$ cat src/grey_world_white_balance_macros.svh
`ifndef GREY_WORLD_WHITE_BALANCE_MACROS_SVH
`define GREY_WORLD_WHITE_BALANCE_MACROS_SVH

// Same-cycle implication, checked on every rising edge once reset is released.
`define GWWB_ASSERT_IMP(label, ante, cons) \
  label: assert property (@(posedge clk) disable iff (!rst_n) (ante) |-> (cons)) \
    else $error("grey world white balance check failed");

// Next-cycle implication, checked on every rising edge once reset is released.
`define GWWB_ASSERT_NXT(label, ante, cons) \
  label: assert property (@(posedge clk) disable iff (!rst_n) (ante) |=> (cons)) \
    else $error("grey world white balance check failed");

`endif

$ cat src/gwwb_pkg.sv
package gwwb_pkg;

  // Frame store size and gain precision.
  localparam int MAX_PIXELS     = 16384;
  localparam int GAIN_FRAC_BITS = 16;

  // Derived widths.
  localparam int ADDR_W = (MAX_PIXELS > 1) ? $clog2(MAX_PIXELS) : 1;
  localparam int CNT_W  = $clog2(MAX_PIXELS + 1);
  localparam int SUM_W  = $clog2(255 * MAX_PIXELS + 1);
  localparam int TOT_W  = $clog2(3 * 255 * MAX_PIXELS + 1);
  localparam int NUM_W  = TOT_W + GAIN_FRAC_BITS;
  localparam int GAIN_W = 9 + GAIN_FRAC_BITS;
  localparam int DIV_CNT_W = $clog2(NUM_W + 1);
  localparam int PIX_W  = 24;
  localparam int CHAN_W = 2;

  // Gain saturation point, 256.0.
  localparam logic [GAIN_W-1:0] GAIN_LIMIT = {1'b1, {(GAIN_W-1){1'b0}}};

  // Command codes.
  localparam logic CMD_LOAD  = 1'b0;
  localparam logic CMD_FETCH = 1'b1;

  // Status codes.
  localparam logic STATUS_OK    = 1'b0;
  localparam logic STATUS_EMPTY = 1'b1;

  // Channel indexes.
  localparam logic [CHAN_W-1:0] CH_RED   = 2'd0;
  localparam logic [CHAN_W-1:0] CH_GREEN = 2'd1;
  localparam logic [CHAN_W-1:0] CH_BLUE  = 2'd2;

  typedef struct packed {
    logic       cmd;
    logic [7:0] red_in;
    logic [7:0] green_in;
    logic [7:0] blue_in;
    logic       frame_end;
  } pixel_in_t;

  typedef struct packed {
    logic [7:0] red_out;
    logic [7:0] green_out;
    logic [7:0] blue_out;
    logic       final_pixel;
    logic       status;
  } pixel_out_t;

  typedef enum logic [1:0] {
    ST_IDLE,
    ST_FETCH,
    ST_GAIN_START,
    ST_GAIN_WAIT
  } gwwb_state_t;

  // Commands from the controller to the datapath.
  typedef struct packed {
    logic              load_pix;
    logic              out_load;
    logic              div_start;
    logic              gain_store;
    logic              frame_done;
    logic [CHAN_W-1:0] chan;
  } gwwb_cmd_t;

  // Status from the datapath to the controller.
  typedef struct packed {
    logic div_done;
    logic out_free;
  } gwwb_sts_t;

endpackage

$ cat src/gwwb_ctrl.sv
module gwwb_ctrl import gwwb_pkg::*; (
  input  logic      clk,
  input  logic      rst_n,
  input  logic      in_valid,
  input  pixel_in_t in_data,
  output logic      in_stall,
  input  gwwb_sts_t sts,
  output gwwb_cmd_t cmd
);

  gwwb_state_t       state_r, state_nxt;
  logic [CHAN_W-1:0] chan_r, chan_nxt;
  logic              accept;

  assign accept = in_valid && (state_r == ST_IDLE);

  // Next state and channel index.
  always_comb begin
    state_nxt = state_r;
    chan_nxt  = chan_r;
    case (state_r)
      ST_IDLE: begin
        if (accept) begin
          if (in_data.cmd == CMD_FETCH) begin
            state_nxt = ST_FETCH;
          end else if (in_data.frame_end) begin
            state_nxt = ST_GAIN_START;
            chan_nxt  = CH_RED;
          end
        end
      end
      ST_FETCH: begin
        if (sts.out_free) begin
          state_nxt = ST_IDLE;
        end
      end
      ST_GAIN_START: begin
        state_nxt = ST_GAIN_WAIT;
      end
      ST_GAIN_WAIT: begin
        if (sts.div_done) begin
          if (chan_r == CH_BLUE) begin
            state_nxt = ST_IDLE;
          end else begin
            state_nxt = ST_GAIN_START;
            chan_nxt  = chan_r + CHAN_W'(1);
          end
        end
      end
      default: begin
        state_nxt = ST_IDLE;
      end
    endcase
  end

  // Commands to the datapath.
  always_comb begin
    cmd            = '0;
    cmd.chan       = chan_r;
    in_stall       = 1'b1;
    case (state_r)
      ST_IDLE: begin
        in_stall     = 1'b0;
        cmd.load_pix = accept && (in_data.cmd == CMD_LOAD);
      end
      ST_FETCH: begin
        cmd.out_load = sts.out_free;
      end
      ST_GAIN_START: begin
        cmd.div_start = 1'b1;
      end
      ST_GAIN_WAIT: begin
        cmd.gain_store = sts.div_done;
        cmd.frame_done = sts.div_done && (chan_r == CH_BLUE);
      end
      default: begin
        in_stall = 1'b1;
      end
    endcase
  end

  always_ff @(posedge clk) begin
    if (!rst_n) begin
      state_r <= ST_IDLE;
      chan_r  <= CH_RED;
    end else begin
      state_r <= state_nxt;
      chan_r  <= chan_nxt;
    end
  end

endmodule

$ cat config.mk
export PLATFORM = sky130hd
export DESIGN_NAME = gwwb_ctrl
export DESIGN_NICKNAME = d
export VERILOG_FILES = /design/src/grey_world_white_balance_macros.svh /design/src/gwwb_pkg.sv /design/src/gwwb_ctrl.sv
export SDC_FILE = /design/constraint.sdc
export NUM_CORES = 1
export LEC_CHECK = 0
export BUFFER_PORTS_ARGS = -buffer_cell sky130_fd_sc_hd__buf_4
export CORE_AREA = 3 3 40 42
export CTS_CLUSTER_DIAMETER = 50
export CTS_CLUSTER_SIZE = 8
export DETAILED_ROUTE_END_ITERATION = 10
export DIE_AREA = 0 0 43 45
export GPL_ROUTABILITY_DRIVEN = 1
export GPL_TIMING_DRIVEN = 0
export PLACE_DENSITY = 0.73
export RECOVER_POWER = 25
export SYNTH_ARGS = -nofsm -noshare
export SYNTH_HDL_FRONTEND = slang
export SYNTH_SLANG_ARGS = --single-unit
$ cat constraint.sdc
create_clock -name clk -period 1.11 [get_ports clk]
set_input_delay 0.111 -clock clk [delete_from_list [all_inputs] [get_ports clk]]
set_output_delay 0.111 -clock clk [all_outputs]
set_load 0.03 [all_outputs]
---- Word-level counts from Yosys, hierarchy flattened ----
Cells that the tools add are included.
operators by class
  muxes and demuxes ....................... 18
  equal/unequal tests ..................... 11
  reductions and logical operators ........ 7
  bitwise logic cells ..................... 1
  $add $sub $neg .......................... 1
operators by type and width
  cell                 count
  $mux 2               12
  $ne 2x2->1 const B   6
  $pmux 2 s4           1
  $eq 2x2->1 const B   3
  $reduce_and 6->1     1
  $mux 1               4
  $pmux 2 s2           1
  $reduce_and 4->1     1
  $logic_and 1x1->1    3
  $ne 3x3->1 const B   1
  $add 2x1->2 const B  1
  $eq 2x1->1 const B   1
  $logic_not 2->1      1
  $reduce_bool 2->1    1
  $not 1->1            1
storage, ports and cells
  flip-flop bits (word level) ............. 4

---- Depth between registers and ports, before layout ----
Gate-level depths: netlist of run 1.
  depth after elaboration ................. 4
  gate-level depth with buffers ........... 5

---- Worst setup path before layout of run 1 ----
Ideal clock, no wire load.
  path type ............................... register to register
  from .................................... reg chan_r[0]
  to ...................................... reg chan_r[1]
  cell stages (with the launch flop) ...... 6
  setup time .............................. 0.123 ns
  path slack .............................. -0.228 ns
  required time ........................... 0.987 ns
  arrival time ............................ 1.214 ns
  period minus slack after synthesis ...... 1.338 ns
  cells stage by stage .................... dfxtp_1 > inv_1 > ha_1 > nand4b_1 > nand3_1 > o32ai_2
on the way
  word-level cells in the longest chain between the ends .. 4
  elaborated cells between the ends (all ways) .. 7
  those cells by class .................... 1 x add/sub; 2 x eq/ne; 3 x mux; 1 x reduce/logical
RTL lines
  element                   line             text
  start: declaration        gwwb_ctrl.sv:12  logic [CHAN_W-1:0] chan_r, chan_nxt;
  start signal: assignment  gwwb_ctrl.sv:88  chan_r <= chan_nxt;
  $add 2x1->2               gwwb_ctrl.sv:46  chan_nxt = chan_r + CHAN_W'(1);
  $mux 2                    gwwb_ctrl.sv:42  if (chan_r == CH_BLUE) begin
  $mux 2                    gwwb_ctrl.sv:41  if (sts.div_done) begin
  $pmux 2 s2                gwwb_ctrl.sv:21  case (state_r)
Several ways; a longest one is shown, not always the timed one. The select of a mux whose other input is x is not followed.
A chain may end at the register's enable or synchronous reset.

---- Final worst setup path of run 1 ----
  from .................................... reg state_r[1]
  to ...................................... out in_stall
on the way
  word-level cells in the longest chain between the ends .. 2
RTL lines
  element                   line             text
  start: declaration        gwwb_ctrl.sv:11  gwwb_state_t state_r, state_nxt;
  start signal: assignment  gwwb_ctrl.sv:87  state_r <= state_nxt;
  $logic_not 2->1           gwwb_ctrl.sv:61  case (state_r)
  $mux 1                    gwwb_ctrl.sv:61
  end: declaration          gwwb_ctrl.sv:6   output logic in_stall,
No other way between the ends.

==> reports/qor.txt, run 1 <==
first-pass GRT wire length -> 1280 µm
Max-slew headroom -> 83.8%
EDFF count, synth -> 0
Core ar. -> 0.00128 mm²
fmax -> 0.808 GHz
die area -> 0.00194 mm²
CTS buffer count -> 3
worst hold stages -> 3
Tcrit/Tclk final -> 111%
worst hold path class -> in -> reg
nets -> 92
H-tree levels -> 1
Worst Path Max Fanout -> 5
dominant synthesized flop cell -> dfxtp_1
Chip Height -> 45 µm
clock latency on the worst-skew pair -> 0.24 ns
number of max-slew violations in the final report -> 0
drt first pass iters -> 4
Reg area -> 88.8 µm²
met2 Use GR -> 15.3%
Synth Instances -> 34
Area growth, synth to finish -> 90.5%
DR vias/cell -> 4.72
final std cells w/o fill -> 74
routability congestion estimate -> 0.658
crit path launch type -> flop
starting density of the core -> 23.5%
CTS clk-pin slew, worst paths -> 0.04 ns
Congestion Overflow GR -> 0
PwrDens -> 872 mW/mm²
GRT busiest layer -> met2
placed insts -> 63
largest net degree at the start of global routing -> 8
Worst Slack Setup Final -> -0.128 ns
part of the Yosys area used for sequential elements -> 26.6%
final wirelength -> 839 µm
arrival time at the worst endpoint -> 1.13 ns
synth unique cells -> 22
Yosys reg bits -> 4
Worst Tran Pin Value -> 0.243 ns
setup TNS -> -0.555 ns
initial antenna violation count -> 0
Cell Area, Synth -> 302 µm²
final count of hold timing violations -> 0
layout cells sized above 1 -> 66.1%
hold_buf cts -> 0
status -> finished, violations left
fraction of registers with async set/reset -> 0%
CP endpoint kind -> output pin
DRC -> 0
# setup viols final -> 6
# rows -> 13
diode count -> 0
DRT iter0 DRCs -> 6
Syn Area/Cell -> 8.87 µm²
fin crit period -> 1.24 ns
Critical Path RT -> 1.00 ns
CTS tree -> yes
filler cell count -> 132
clock tree buffer depth -> 2
yosys warns -> 0
post-DP HPWL -> 551 µm
area of the multi-input gates -> 226 µm²
Peak VDD IR -> 391 µV
Fin Hold WS -> 0.179 ns
CTS root buf -> clkbuf_4
Routed WL per cell -> 11.3 µm
Post-Syn Nets -> 66
Leakage -> 0.000263 µW
clk sinks -> 4
Tot Pwr -> 501 µW
Buffers on Ports -> 14
I/O Pins -> 39
clock skew -> 0.00458 ns
antenna-violating nets left -> 0
via count -> 349
max-cap viol count -> 0
critical path class -> reg -> out
RSZ-0062 raised after global routing -> yes
failing checks -> setup timing
vias in the first global route -> 338
met1 usage -> 9.16%
GR Util met3 -> 2.79%
R2R cell count -> 5
die width -> 43 µm
Overall Global Routing Usage -> 9.24%
registers in the layout, indices dropped and copies added, names as in the netlist:
signal / count
chan_r: 2
state_r: 2
layout by cell type, fill, tap and decap left out, drive strengths merged, types with 2 or more instances in the layout:
cell and instances:
and2 2, dfxtp 4, nand3b 2, clkbuf 5, and3 2, nor2 2
inv 3, nor2b 2, buf 22, nand3 3
final timing paths:
path                                 from                endpoint  slack, ns
setup / recovery  state_r[1]$_SDFFE_PN0P_                in_stall      -0.13
hold / removal                      rst_n  chan_r[0]$_SDFFE_PN0P_       0.18
setup reg to reg   chan_r[0]$_SDFFE_PN0P_  chan_r[1]$_SDFFE_PN0P_       0.02
hold reg to reg    chan_r[1]$_SDFFE_PN0P_  chan_r[1]$_SDFFE_PN0P_       0.56
worst max-delay path, stage by stage, from the launching register on:
cell and delay, ns:
dfxtp_4 0.34, buf_6 0.12, or2_2 0.29, buf_6 0.14
power by group:
part           switching, µW  total, µW  internal [µW]
Combinational           72.4        153           80.1
Sequential              4.80        152            147
Clock                   61.2        196            135
cell families (layout without fill, tap and decap cells):
group | count (synthesis) | after routing | share of synthesized area, %
simple gates | 19 | 19 | 44.8
compound gates | 5 | 5 | 14.5
buf+inv | 5 | 30 | 9.96
flops | 4 | 4 | 26.6
fa+ha+maj | 1 | 1 | 4.15
synthesized netlist by cell type (2+ instances only):
cell type | count | area share [%]
and3_1 | 2 | 4.1
and2_1 | 2 | 4.1
nor2_1 | 2 | 2.5
dfxtp_1 | 4 | 27
nand3_1 | 3 | 5.0
inv_1 | 3 | 3.7
nor2b_1 | 2 | 4.1
nand3b_1 | 2 | 5.0
cell type report:
class	instances	share of cell area, %
Multi-Input combinational cell	25	39.4
Timing Repair Buffer	21	30.9
Sequential cell	4	15.5
Clock buffer	4	4.58
Buffer	2	3.92
Tap cell	15	3.27
Inverter	3	2.40
through the flow:
stage / utilization [%] / setup slack, ns / instance area (µm²)
floorplan: - / -0.148 / 309
global placement: 33.7 / -0.0339 / 433
detailed placement: 33.7 / -0.0581 / 433
CTS: 41.1 / -0.132 / 528
global route: 44.7 / -0.182 / 574
finish: 44.7 / -0.128 / 574
timing repair:
| item | CTS | global route |
|---|---|---|
| pin swaps | 3 | 6 |
| gates resized for setup | 9 | 11 |
| setup endpoints to repair | 8 | 8 |
| buffers inserted | 6 | 2 |
routing by layer:
| layer | up-vias | share of wire [%] |
|---|---|---|
| met5 | - | 0 |
| met4 | 0 | 1.8 |
| met3 | 2 | 6.1 |
| met2 | 11 | 54 |
| met1 | 160 | 38 |
| li1 | 176 | - |
(Power assumes the default switching activity.)
==> inputs of run 2 (changes only) <==
--- a/config.mk
+++ b/config.mk
@@ -15,6 +15,7 @@
 export GPL_TIMING_DRIVEN = 0
 export PLACE_DENSITY = 0.73
 export RECOVER_POWER = 25
+export SKIP_LAST_GASP = 1
 export SYNTH_ARGS = -nofsm -noshare
 export SYNTH_HDL_FRONTEND = slang
 export SYNTH_SLANG_ARGS = --single-unit
==> constraint.sdc (replaced) <==
create_clock -name clk -period 1.1 [get_ports clk]
set_input_delay 0.11 -clock clk [delete_from_list [all_inputs] [get_ports clk]]
set_output_delay 0.11 -clock clk [all_outputs]
set_load 0.03 [all_outputs]
==> reports/qor.txt, run 2 (synthesis results as in run 1) <==
status -> finished, violations left
failing checks -> setup timing
max-cap viol count -> 0 (unchanged)
CP dominant cell by count -> buf_6
final wirelength -> 814 µm (-3.0%)
Worst path slowest cell -> dfxtp_4
switch share -> 27.5% (-0.15 points)
Worst Path Max Fanout -> 5 (unchanged)
diode count -> 0 (unchanged)
sink of the worst hold path -> chan_r[0]$_SDFFE_PN0P_
post-DP HPWL -> 551 µm (unchanged)
Congestion Overflow GR -> 0 (unchanged)
Chip Height -> 45 µm (unchanged)
Worst Slack Setup Final -> -0.137 ns (-0.00915 ns)
r2r setup slk -> 0.01 ns (about the same)
largest net degree at the start of global routing -> 8 (unchanged)
CTS clk-pin slew, worst paths -> 0.04 ns (about the same)
crit path cell chain -> buf_6 -> or2_2 -> buf_6
design area -> 574 µm² (unchanged)
area of the multi-input gates -> 226 µm² (unchanged)
die width -> 43 µm (unchanged)
nets -> 92 (unchanged)
worst hold stages -> 3 (unchanged)
# rows -> 13 (unchanged)
clock power share -> 39.3% (about the same)
clock skew -> 0.00455 ns (-0.0000290 ns)
DR vias/cell -> 4.72 (unchanged)
DRT iter0 DRCs -> 6 (unchanged)
antenna-violating nets left -> 0 (unchanged)
filler cell count -> 133 (+0.76%)
cell-internal power -> 366 µW (+0.90%)
layout cells sized above 1 -> 66.1% (unchanged)
Peak VDD IR -> 409 µV (+4.6%)
Largest regs -> chan_r (2), state_r (2)
Cell Area, Placed -> 433 µm² (unchanged)
CTS buffer count -> 3 (unchanged)
first-pass GRT wire length -> 1280 µm (unchanged)
vias in the first global route -> 330 (-2.4%)
Overall Global Routing Usage -> 9.33% (+0.083 points)
fin crit period -> 1.24 ns
clock latency on the worst-skew pair -> 0.24 ns (about the same)
setup TNS -> -0.600 ns (-0.0455 ns)
initial antenna violation count -> 0 (unchanged)
routability congestion estimate -> 0.658 (unchanged)
CTS root buf -> clkbuf_4
# setup viols final -> 6 (unchanged)
Reg area -> 88.8 µm² (unchanged)
crit path launch type -> flop
starting density of the core -> 23.5% (unchanged)
via count -> 349 (unchanged)
number of max-slew violations in the final report -> 0 (unchanged)
Tcrit/Tclk final -> 112%
CP endpoint kind -> output pin
Worst Tran Pin Value -> 0.251 ns (+0.00796 ns)
drt first pass iters -> 4 (unchanged)
crit-path leading delay family -> flip-flops
most common cell after layout, fill and taps aside -> buf_4
fmax -> 0.809 GHz
die area -> 0.00194 mm² (unchanged)
reg2reg start -> chan_r[0]$_SDFFE_PN0P_
Tot Pwr -> 504 µW (+0.69%)
worst r2r dst -> chan_r[1]$_SDFFE_PN0P_
Critical Path RT -> 0.99 ns (about the same)
final count of hold timing violations -> 0 (unchanged)
Comb pwr share -> 30.3% (about the same)
sequential power share -> 30.4% (about the same)
clk sinks -> 4 (unchanged)
H-tree levels -> 1 (unchanged)
most frequent cells in the layout -> 14 x buf_4, 8 x buf_6, 3 x nand3_1, 3 x clkbuf_4
Area growth, synth to finish -> 90.5% (unchanged)
I/O Pins -> 39 (unchanged)
crit-path max cell delay -> 0.34 ns (about the same)
PwrDens -> 878 mW/mm² (+0.69%)
arrival time at the worst endpoint -> 1.13 ns (about the same)
Routed WL per cell -> 11.0 µm (-3.0%)
Fin Hold WS -> 0.176 ns (-0.00232 ns)
Buffers on Ports -> 14 (unchanged)
Psw -> 139 µW (+0.13%)
Core ar. -> 0.00128 mm² (unchanged)
Min-Delay Startpoint -> rst_n
Max-slew headroom -> 83.3% (-0.53 points)
DRC -> 0 (unchanged)
critical path class -> reg -> out
worst hold path class -> in -> reg
Leakage -> 0.000263 µW (unchanged)
clock tree buffer depth -> 2 (unchanged)
RSZ-0062 raised after global routing -> yes
CTS tree -> yes
CP bufs+invs -> 2 (unchanged)
R2R cell count -> 5 (unchanged)
run 2: metal layers:
layer,wire length [µm],track usage [%]
met5,0,0
met4,15,9.04
met3,65,2.79
met2,442,15.0
met1,291,9.64
run 2: repair_timing:
item	CTS	global route
resized for setup	10	10
endpoints found under the setup margin	8	8
endpoints found under the hold margin	0	0
hold buffers	0	0
buffers inserted	6	2
pin swaps	3	6
run 2: area by class of cell:
class	instances	area share, %
inverters	3	2.40
multi-input cells	25	39.4
plain buffers	2	3.92
clock buffers	4	4.58
repair buffers	21	30.9
flip-flops and latches	4	15.5
well taps	15	3.27
run 2: worst min-delay path, cell delays in order:
cell     delay (ns)
buf_4          0.13
nand3_1        0.08
o21ai_1        0.06
run 2: worst max-delay path by stage:
stage	from	cells past startpoint	slack [ns]	end
final	state_r[1]$_SDFFE_PN0P_	3	-0.14	in_stall
after global routing	state_r[1]$_SDFFE_PN0P_	4	-0.19	cmd[2]
after CTS	state_r[1]$_SDFFE_PN0P_	4	-0.14	cmd[2]
after detailed placement	chan_r[0]$_SDFFE_PN0P_	5	-0.07	chan_r[1]$_SDFFE_PN0P_
after global placement	chan_r[0]$_SDFFE_PN0P_	5	-0.04	chan_r[1]$_SDFFE_PN0P_
after floorplan	state_r[0]$_SDFFE_PN0P_	4	-0.16	chan_r[1]$_SDFFE_PN0P_
run 2: stage by stage:
step,setup WS (ns),util [%],instances
after detailed placement,-0.0681,33.7,63
after global placement,-0.0439,33.7,63
final,-0.137,44.7,74
after CTS,-0.141,41.9,73
after global routing,-0.191,44.7,74
after floorplan,-0.158,-,34
run 2: power groups by stage:
stage,combinational (µW),clock (µW),sequential (µW)
finish,153,198,153
global route,166,229,154
CTS,141,211,155
detailed placement,118,0,156
global placement,117,0,155
floorplan,72.0,0,156
